$ cat config.mk
export PLATFORM = sky130hd
export DESIGN_NAME = selection_sort_engine_flat
export DESIGN_NICKNAME = d
export VERILOG_FILES = /design/src/hw/rtl/sse_pkg.sv /design/src/hw/rtl/sse_if.sv /design/src/hw/rtl/sse_ram.sv /design/src/hw/rtl/selection_sort_engine.sv /design/src/flat_wrapper.sv
export SDC_FILE = /design/constraint.sdc
export NUM_CORES = 2
export LEC_CHECK = 0
export ABC_AREA = 1
export BUFFER_PORTS_ARGS = -buffer_cell sky130_fd_sc_hd__buf_2
export CAP_MARGIN = 20
export CORE_UTILIZATION = 55
export DETAILED_ROUTE_END_ITERATION = 6
export PLACE_DENSITY = 0.71
export SLEW_MARGIN = 10
export SYNTH_ARGS = -nofsm -noshare
export SYNTH_HDL_FRONTEND = slang
export SYNTH_SLANG_ARGS = --single-unit
$ cat constraint.sdc
create_clock -name clk -period 5.47 [get_ports clk]
set_clock_uncertainty 0.15 [all_clocks]
set_input_delay 0.8205 -clock clk [delete_from_list [all_inputs] [get_ports clk]]
set_output_delay 0.8205 -clock clk [all_outputs]
set_load 0.005 [all_outputs]
$ cat src/hw/rtl/sse_pkg.sv
// Package: shared types, constants and the order compare of the selection sort engine.
package sse_pkg;

  localparam int unsigned VALUE_W = 32;

  typedef logic signed [VALUE_W-1:0] value_t;

  typedef enum logic [1:0] {
    ST_LOAD,
    ST_SCAN,
    ST_SWAP,
    ST_EMIT
  } state_t;

  // True when cand should replace best under the selected order (strict).
  function automatic logic beats(input value_t best, input value_t cand, input logic desc);
    logic result;
    if (desc) begin
      result = best < cand;
    end else begin
      result = best > cand;
    end
    return result;
  endfunction

endpackage

$ cat src/hw/rtl/sse_if.sv
// Interfaces: input, result and configuration channels of the selection sort engine.
interface sse_in_if;
  logic            valid;
  logic            ready;
  sse_pkg::value_t item_value;
  logic            last_item;

  modport source (output valid, output item_value, output last_item, input ready);
  modport sink   (input valid, input item_value, input last_item, output ready);
endinterface

interface sse_out_if;
  logic            valid;
  logic            ready;
  sse_pkg::value_t sorted_value;
  logic            last_result;
  logic            overflow;

  modport source (output valid, output sorted_value, output last_result, output overflow,
                  input ready);
  modport sink   (input valid, input sorted_value, input last_result, input overflow,
                  output ready);
endinterface

interface sse_cfg_if;
  logic valid;
  logic ready;
  logic descending;

  modport source (output valid, output descending, input ready);
  modport sink   (input valid, input descending, output ready);
endinterface

$ cat src/hw/rtl/sse_ram.sv
// Generic single-port-write, single-port-read RAM with registered read data.
module sse_ram #(
  parameter int unsigned WIDTH = 32,
  parameter int unsigned DEPTH = 64
) (
  input  logic                     clk,
  input  logic                     we,
  input  logic [$clog2(DEPTH)-1:0] waddr,
  input  logic [WIDTH-1:0]         wdata,
  input  logic                     re,
  input  logic [$clog2(DEPTH)-1:0] raddr,
  output logic [WIDTH-1:0]         rdata
);

  logic [WIDTH-1:0] mem [DEPTH];

  always_ff @(posedge clk) begin
    if (we) begin
      mem[waddr] <= wdata;
    end
    if (re) begin
      rdata <= mem[raddr];
    end
  end

endmodule

$ cat src/hw/rtl/selection_sort_engine.sv
// Top level: selection sort engine over a list of signed 32-bit words held in one RAM.
//
// The engine collects a list one word per cycle (the word flagged last_item closes it), up
// to MAX_ELEMENTS entries; further words are dropped and the overflow flag of that list is
// raised on every result. The order (descending bit) is sampled when the last word arrives.
// The list is then sorted by selection sort: pass p reads entries p..N-1 from the element
// RAM through its single read port, one entry and one strict compare per cycle, keeps the
// winner, writes the old entry p into the winner's slot and hands the winner straight to
// the result register. The next list is taken as soon as the final result sits in the
// output register. No input word is taken while a list is sorted.
module selection_sort_engine #(
  parameter int unsigned MAX_ELEMENTS = 64
) (
  input  logic      clk,
  input  logic      rst,
  sse_in_if.sink    in,
  sse_out_if.source out,
  sse_cfg_if.sink   cfg
);

  localparam int unsigned IW = (MAX_ELEMENTS > 1) ? $clog2(MAX_ELEMENTS) : 1;
  localparam int unsigned CW = $clog2(MAX_ELEMENTS + 1);
  localparam logic [CW-1:0] COUNT_MAX = CW'(MAX_ELEMENTS);

  sse_pkg::state_t state, state_next;

  // Control and datapath registers
  logic            descending;     // configuration register
  logic            desc_q;         // order frozen for the current list
  logic [CW-1:0]   count;          // words held
  logic            dropped;
  logic [CW-1:0]   pos;            // head of the unsorted tail
  logic [CW-1:0]   rd_idx;         // next entry to read
  logic            dv;             // read data valid this cycle
  logic [IW-1:0]   idx_q;          // entry whose data arrives this cycle
  sse_pkg::value_t best;
  sse_pkg::value_t pos_val;
  logic [IW-1:0]   pick;

  logic            out_valid;
  sse_pkg::value_t out_value;
  logic            out_last;
  logic            out_ovf;

  // Combinational controls
  logic            in_fire;
  logic            full;
  logic            issue;
  logic            scan_done;
  logic            first_rd;
  logic            take;
  logic            emit;
  logic            list_end;
  logic [CW-1:0]   count_m1;
  sse_pkg::value_t rd_data;

  logic            ram_we;
  logic [IW-1:0]   ram_waddr;
  sse_pkg::value_t ram_wdata;

  assign cfg.ready = 1'b1;

  assign count_m1  = count - CW'(1);
  assign full      = (count == COUNT_MAX);
  assign in_fire   = in.valid && in.ready;
  assign issue     = (state == sse_pkg::ST_SCAN) && (rd_idx < count);
  assign first_rd  = (idx_q == pos[IW-1:0]);
  assign take      = dv && (first_rd || sse_pkg::beats(best, rd_data, desc_q));
  assign scan_done = dv && ({1'b0, idx_q} == {1'b0, count_m1[IW-1:0]}) && (count_m1 < COUNT_MAX);
  assign list_end  = (pos == count_m1);
  assign emit      = (state == sse_pkg::ST_EMIT) && (!out_valid || out.ready);

  // Write port: collect words while loading, move the old head into the winner's slot on swap
  always_comb begin
    ram_we    = 1'b0;
    ram_waddr = count[IW-1:0];
    ram_wdata = in.item_value;
    if (state == sse_pkg::ST_LOAD) begin
      ram_we = in_fire && !full;
    end else if (state == sse_pkg::ST_SWAP) begin
      ram_we    = 1'b1;
      ram_waddr = pick;
      ram_wdata = pos_val;
    end
  end

  sse_ram #(
    .WIDTH (sse_pkg::VALUE_W),
    .DEPTH (MAX_ELEMENTS)
  ) u_store (
    .clk   (clk),
    .we    (ram_we),
    .waddr (ram_waddr),
    .wdata (ram_wdata),
    .re    (issue),
    .raddr (rd_idx[IW-1:0]),
    .rdata (rd_data)
  );

  // State register
  always_ff @(posedge clk) begin
    if (rst) begin
      state <= sse_pkg::ST_LOAD;
    end else begin
      state <= state_next;
    end
  end

  // Next state and handshake outputs
  always_comb begin
    state_next = state;
    in.ready   = 1'b0;
    case (state)
      sse_pkg::ST_LOAD: begin
        in.ready = 1'b1;
        // Ready is high throughout loading, so valid alone marks a taken word
        if (in.valid && in.last_item) begin
          state_next = sse_pkg::ST_SCAN;
        end
      end
      sse_pkg::ST_SCAN: begin
        if (scan_done) begin
          state_next = sse_pkg::ST_SWAP;
        end
      end
      sse_pkg::ST_SWAP: begin
        state_next = sse_pkg::ST_EMIT;
      end
      sse_pkg::ST_EMIT: begin
        if (emit) begin
          state_next = list_end ? sse_pkg::ST_LOAD : sse_pkg::ST_SCAN;
        end
      end
      default: begin
        state_next = sse_pkg::ST_LOAD;
      end
    endcase
  end

  // Configuration register
  always_ff @(posedge clk) begin
    if (rst) begin
      descending <= 1'b0;
    end else if (cfg.valid && cfg.ready) begin
      descending <= cfg.descending;
    end
  end

  // Control counters and flags
  always_ff @(posedge clk) begin
    if (rst) begin
      count     <= '0;
      dropped   <= 1'b0;
      pos       <= '0;
      rd_idx    <= '0;
      dv        <= 1'b0;
      out_valid <= 1'b0;
    end else begin
      dv <= issue;
      if (state == sse_pkg::ST_LOAD && in_fire) begin
        // Store the word, or drop it once the RAM is full
        if (full) begin
          dropped <= 1'b1;
        end else begin
          count <= count + CW'(1);
        end
        pos    <= '0;
        rd_idx <= '0;
      end
      if (issue) begin
        rd_idx <= rd_idx + CW'(1);
      end
      if (emit) begin
        if (list_end) begin
          count   <= '0;
          dropped <= 1'b0;
        end
        pos    <= pos + CW'(1);
        rd_idx <= pos + CW'(1);
      end
      if (emit) begin
        out_valid <= 1'b1;
      end else if (out.ready) begin
        out_valid <= 1'b0;
      end
    end
  end

  // Payload registers
  always_ff @(posedge clk) begin
    idx_q <= rd_idx[IW-1:0];
    if (state == sse_pkg::ST_LOAD && in_fire && in.last_item) begin
      desc_q <= descending;
    end
    if (dv && first_rd) begin
      pos_val <= rd_data;
    end
    if (take) begin
      best <= rd_data;
      pick <= idx_q;
    end
    if (emit) begin
      out_value <= best;
      out_last  <= list_end;
      out_ovf   <= dropped;
    end
  end

  assign out.valid        = out_valid;
  assign out.sorted_value = out_value;
  assign out.last_result  = out_last;
  assign out.overflow     = out_ovf;

  // The held word count never passes the RAM depth
  a_count_bound: assert property (@(posedge clk) disable iff (rst)
    count <= COUNT_MAX)
    else $error("word count beyond RAM depth");

  // Read data during a scan always belongs to the unsorted tail
  a_scan_in_tail: assert property (@(posedge clk) disable iff (rst)
    (state == sse_pkg::ST_SCAN && dv) |-> ({1'b0, idx_q} >= {1'b0, pos[IW-1:0]}))
    else $error("scan read outside unsorted tail");

  // A result is loaded only when the output register is free or being emptied
  a_no_overwrite: assert property (@(posedge clk) disable iff (rst)
    (out_valid && !out.ready) |=> ($stable(out_value) && $stable(out_last)))
    else $error("pending result overwritten");

  // The winner slot written on swap lies inside the current list
  a_swap_in_list: assert property (@(posedge clk) disable iff (rst)
    (state == sse_pkg::ST_SWAP) |-> ({1'b0, pick} < count))
    else $error("swap outside list");

endmodule
$ cat src/flat_wrapper.sv
// flat-port wrapper written by rule: the top's interface ports become plain ports
module selection_sort_engine_flat 
#(
  parameter int unsigned MAX_ELEMENTS = 64
)
  (clk, rst, in_valid, in_item_value, in_last_item, in_ready, out_valid, out_sorted_value, out_last_result, out_overflow, out_ready, cfg_valid, cfg_descending, cfg_ready);
  sse_in_if in_i ();
  sse_out_if out_i ();
  sse_cfg_if cfg_i ();
  input  logic clk;
  input  logic rst;
  input wire logic [$bits(in_i.valid)-1:0] in_valid;
  input wire logic [$bits(in_i.item_value)-1:0] in_item_value;
  input wire logic [$bits(in_i.last_item)-1:0] in_last_item;
  output wire logic [$bits(in_i.ready)-1:0] in_ready;
  output wire logic [$bits(out_i.valid)-1:0] out_valid;
  output wire logic [$bits(out_i.sorted_value)-1:0] out_sorted_value;
  output wire logic [$bits(out_i.last_result)-1:0] out_last_result;
  output wire logic [$bits(out_i.overflow)-1:0] out_overflow;
  input wire logic [$bits(out_i.ready)-1:0] out_ready;
  input wire logic [$bits(cfg_i.valid)-1:0] cfg_valid;
  input wire logic [$bits(cfg_i.descending)-1:0] cfg_descending;
  output wire logic [$bits(cfg_i.ready)-1:0] cfg_ready;
  assign in_i.valid = in_valid;
  assign in_i.item_value = in_item_value;
  assign in_i.last_item = in_last_item;
  assign in_ready = in_i.ready;
  assign out_valid = out_i.valid;
  assign out_sorted_value = out_i.sorted_value;
  assign out_last_result = out_i.last_result;
  assign out_overflow = out_i.overflow;
  assign out_i.ready = out_ready;
  assign cfg_i.valid = cfg_valid;
  assign cfg_i.descending = cfg_descending;
  assign cfg_ready = cfg_i.ready;
  selection_sort_engine #(.MAX_ELEMENTS(MAX_ELEMENTS)) u_core (.clk(clk), .rst(rst), .in(in_i), .out(out_i), .cfg(cfg_i));
endmodule
==> impl_metrics.env <==
export IMPL_initial_utilization=0.5547
export IMPL_place_ws_ns=1.185
export IMPL_cp_end_kind="register"
export IMPL_rows=146
export IMPL_synth_area_um2=88060
export IMPL_setup_slack_ns=1.074
export IMPL_ir_drop_mv=0.3883
export IMPL_path_clk_slew_ns=0.06
export IMPL_clock_sinks=2218
export IMPL_ant_nets=0
export IMPL_layout_drive_gt1_share=0.08685
export IMPL_num_vias=57870
export IMPL_cpLargestDelayFamily="simple AND/OR/NAND/NOR gates"
export IMPL_ys_async_sr_fraction=0
export IMPL_post_drt_wl_per_cell_um=27.40
export IMPL_grt_use_total=0.3011
export IMPL_setup_viol=0
export IMPL_drv_cap=0
export IMPL_crit_fanout=32
export IMPL_finalSetupTns_ns=0
export IMPL_antenna_found_initial=19
export IMPL_mostFrequentLayoutCells="edfxtp_1 (2,185), nor2_1 (1,114), o21ai_0 (1,029)"
export IMPL_viasPerCell=6.433
export IMPL_insertion_delay_ns=0.85
export IMPL_num_nets_final=6832
export IMPL_final_common_cell="edfxtp_1"
export IMPL_grt_pass1_vias=54370
export IMPL_switching_power_mw=12.21
export IMPL_cts_repair_resized=0
export IMPL_grt_pass1_wl_um=358700
export IMPL_grt_overflow=0
export IMPL_tightest_slew_ns=1.167
export IMPL_yosysSeqAreaShare=0.7526
export IMPL_synth_fp_nets=6857
export IMPL_sequentialPowerShare=0.485
export IMPL_yosys_warnings=0
export IMPL_cp_arrival_ns=4.68
export IMPL_slew_headroom=0.2200
export IMPL_die_w_um=402.1
export IMPL_hold_violations=0
export IMPL_hold_path_class="in -> reg"
export IMPL_cp_cell_sequence="inv_1 > ha_1 > inv_1 > nand2_2 > o21ai_0 > inv_1 > nor2_1 > nand2_1 > nor2_4"
export IMPL_drc=0
export IMPL_cp_slowest_cell="nor2_4"
export IMPL_cp_num_buf_inv=3
export IMPL_io_pins=76
export IMPL_initialDrtViolationCount=9482
export IMPL_cts_root_buf="clkbuf_16"
export IMPL_dp_hpwl_um=135700
export IMPL_synth_cell_types=40
export IMPL_hp_start="cfg_valid"
export IMPL_p_comb_frac=0.179
export IMPL_r2r_end="u_core.u_store.mem[9][20]$_DFFE_PP_"
export IMPL_htree_num_levels=4
export IMPL_place_gp_congestion=0.9013
export IMPL_swShare=0.2926
export IMPL_hold_end="u_core.descending$_SDFFE_PP0P_"
export IMPL_cts_buffers=211
export IMPL_criticalPathCategory="reg -> reg"
export IMPL_postSynthAreaPerCell_um2=13.01
export IMPL_first_pass_iters=7
export IMPL_synth_edf_count=2185
export IMPL_r2r_cells=9
export IMPL_p_leak_nw=32.50
export IMPL_synthToLayoutAreaGrowth_pct=11.14
export IMPL_crit_required_ns=5.76
export IMPL_cts_path_max_buffers=3
export IMPL_critical_path_most_common_cell="inv_1"
export IMPL_p_int_mw=29.52
export IMPL_grt_start_max_net_pins=194
export IMPL_port_buffers=74
export IMPL_cts_tree="done"
export IMPL_fill_cells=11540
export IMPL_design_area_um2=97870
export IMPL_syn_inst=6771
export IMPL_fin_crit_sh=0.8037
export IMPL_core_area_um2=158700
export IMPL_fmax_ghz=0.2275
export IMPL_p_per_area_nw_per_um2=426.4
export IMPL_holdBufCountCts=0
export IMPL_synth_seq_cells=2218
export IMPL_whs_path_depth=2
export IMPL_die_height_um=402.1
export IMPL_placed_cell_area_um2=90870
export IMPL_r2r_start="u_core.state[0]$_SDFFE_PP0P_"
export IMPL_rsz0062_at_grt="no"
export IMPL_startpoint_type="register"
export IMPL_wirelength_um=246500
export IMPL_fin_crit_ns=4.396
export IMPL_clkPwrFrac=0.336
export IMPL_worst_r2r_setup_slack_ns=1.07
export IMPL_worst_path_largest_cell_delay_ns=1.06
export IMPL_status="complete, no violations"
export IMPL_yosys_most_used_dff="edfxtp_1"
export IMPL_post_cts_buffers=0
export IMPL_slew_viol_final=0
export IMPL_fp_dieArea_um2=161700
-- state kept, by name, summed over array words and instances, names as in the netlist, 2 cells and up --
register / flops
u_core.best: 32
u_core.count: 7
u_core.idx_q: 6
u_core.out.sorted_value: 32
u_core.pick: 6
u_core.pos: 7
u_core.pos_val: 32
u_core.rd_idx: 7
u_core.state: 2
u_core.u_store.mem: 2048
u_core.u_store.rdata: 32
-- metal layers --
metal	vias up	GRT usage	part of all wire
li1	24970	-	-
met1	28390	0.4407	0.38
met2	3974	0.4348	0.44
met3	538	0.07909	0.14
met4	10	0.1128	0.039
met5	-	0	0.00028
-- through the flow --
| step | cells | total power, mW | hold WS (ns) | utilization |
|---|---|---|---|---|
| 2_1_floorplan | 6771 | 24.96 | 0.2019 | - |
| 3_3_place_gp | 8582 | 27.65 | 0.2685 | 0.5717 |
| 3_5_place_dp | 8587 | 27.82 | 0.2605 | 0.5725 |
| 4_1_cts | 8974 | 41.58 | 0.009826 | 0.6136 |
| 5_1_grt | 8993 | 42.97 | 0.05440 | 0.6165 |
| 6_report | 8996 | 41.73 | 0.05228 | 0.6165 |
-- power by group through the flow --
| stage | clock, mW | sequential (mW) | combinational [mW] |
|---|---|---|---|
| 6_report | 14.0 | 20.3 | 7.46 |
| 5_1_grt | 14.7 | 20.3 | 7.97 |
| 4_1_cts | 14.1 | 20.2 | 7.25 |
| 3_5_place_dp | 0 | 20.6 | 7.22 |
| 3_3_place_gp | 0 | 20.6 | 7.06 |
| 2_1_floorplan | 0 | 20.5 | 4.43 |
-- cell type report --
cell class,instances,area (um^2),share of cell area
Sequential cell,2218,66290,0.6773
Antenna cell,4,10.01,0.0001023
Multi-Input combinational cell,3999,19830,0.2026
Tap cell,2072,2592,0.02649
Inverter,98,412.9,0.004219
Timing Repair Buffer,218,2202,0.02250
Clock buffer,277,5528,0.05648
Clock inverter,110,1010,0.01032
-- synthesized netlist by cell type (5+ instances only) --
library cell | number | area (um^2)
o221ai_1 | 6 | 52.55
inv_2 | 6 | 22.52
and2_1 | 13 | 81.33
clkbuf_1 | 263 | 987.2
ha_1 | 47 | 588.1
o22ai_1 | 506 | 3166
mux2_2 | 32 | 360.4
o211ai_1 | 36 | 270.3
a31oi_1 | 5 | 31.28
nor2_1 | 1178 | 4422
buf_4 | 49 | 367.9
edfxtp_1 | 2185 | 65610
inv_1 | 88 | 330.3
o21ai_1 | 70 | 350.3
buf_2 | 77 | 385.4
buf_6 | 22 | 247.7
nand4_1 | 14 | 87.58
a21oi_1 | 40 | 200.2
o21bai_1 | 16 | 120.1
or2_1 | 5 | 31.28
nand2_1 | 610 | 2290
xor2_1 | 9 | 78.83
buf_1 | 41 | 153.9
o21ai_0 | 1029 | 5150
dfxtp_1 | 33 | 660.6
nand3_1 | 367 | 1837
-- worst max path at each step --
stage	startpoint	endpoint	cells after the start
6_report	u_core.state[0]$_SDFFE_PP0P_	u_core.u_store.mem[9][20]$_DFFE_PP_	9
3_5_place_dp	u_core.state[0]$_SDFFE_PP0P_	u_core.u_store.mem[27][0]$_DFFE_PP_	9
4_1_cts	u_core.state[0]$_SDFFE_PP0P_	u_core.u_store.mem[29][1]$_DFFE_PP_	9
2_1_floorplan	u_core.state[0]$_SDFFE_PP0P_	u_core.u_store.mem[16][0]$_DFFE_PP_	10
3_3_place_gp	u_core.state[0]$_SDFFE_PP0P_	u_core.u_store.mem[25][2]$_DFFE_PP_	9
5_1_grt	u_core.state[1]$_SDFFE_PP0P_	u_core.u_store.mem[12][8]$_DFFE_PP_	9
-- kinds of logic (layout without fill, tap and decap cells) --
kind of cell             after synthesis  after routing  share of synthesized area
XOR/XNOR                              10             10                  0.0009947
adder cells (fa/ha/maj)               47             47                   0.006678
buffers and inverters                554            703                    0.02911
AO/OA/AOI/OAI                       1713           1713                     0.1065
flip-flops                          2218           2218                     0.7526
AND/OR/NAND/NOR                     2196           2196                    0.09999
other                                  1              5                 0.00004258
multiplexers                          32             32                   0.004092
-- worst reg2reg max path: stages, from the launching register on --
cell,delay (ns)
dfxtp_1,0.38
inv_1,0.11
ha_1,0.26
inv_1,0.11
nand2_2,0.11
o21ai_0,0.89
inv_1,0.18
nor2_1,0.22
nand2_1,0.47
nor2_4,1.07
Note: power is estimated with default switching activity, not from simulation.
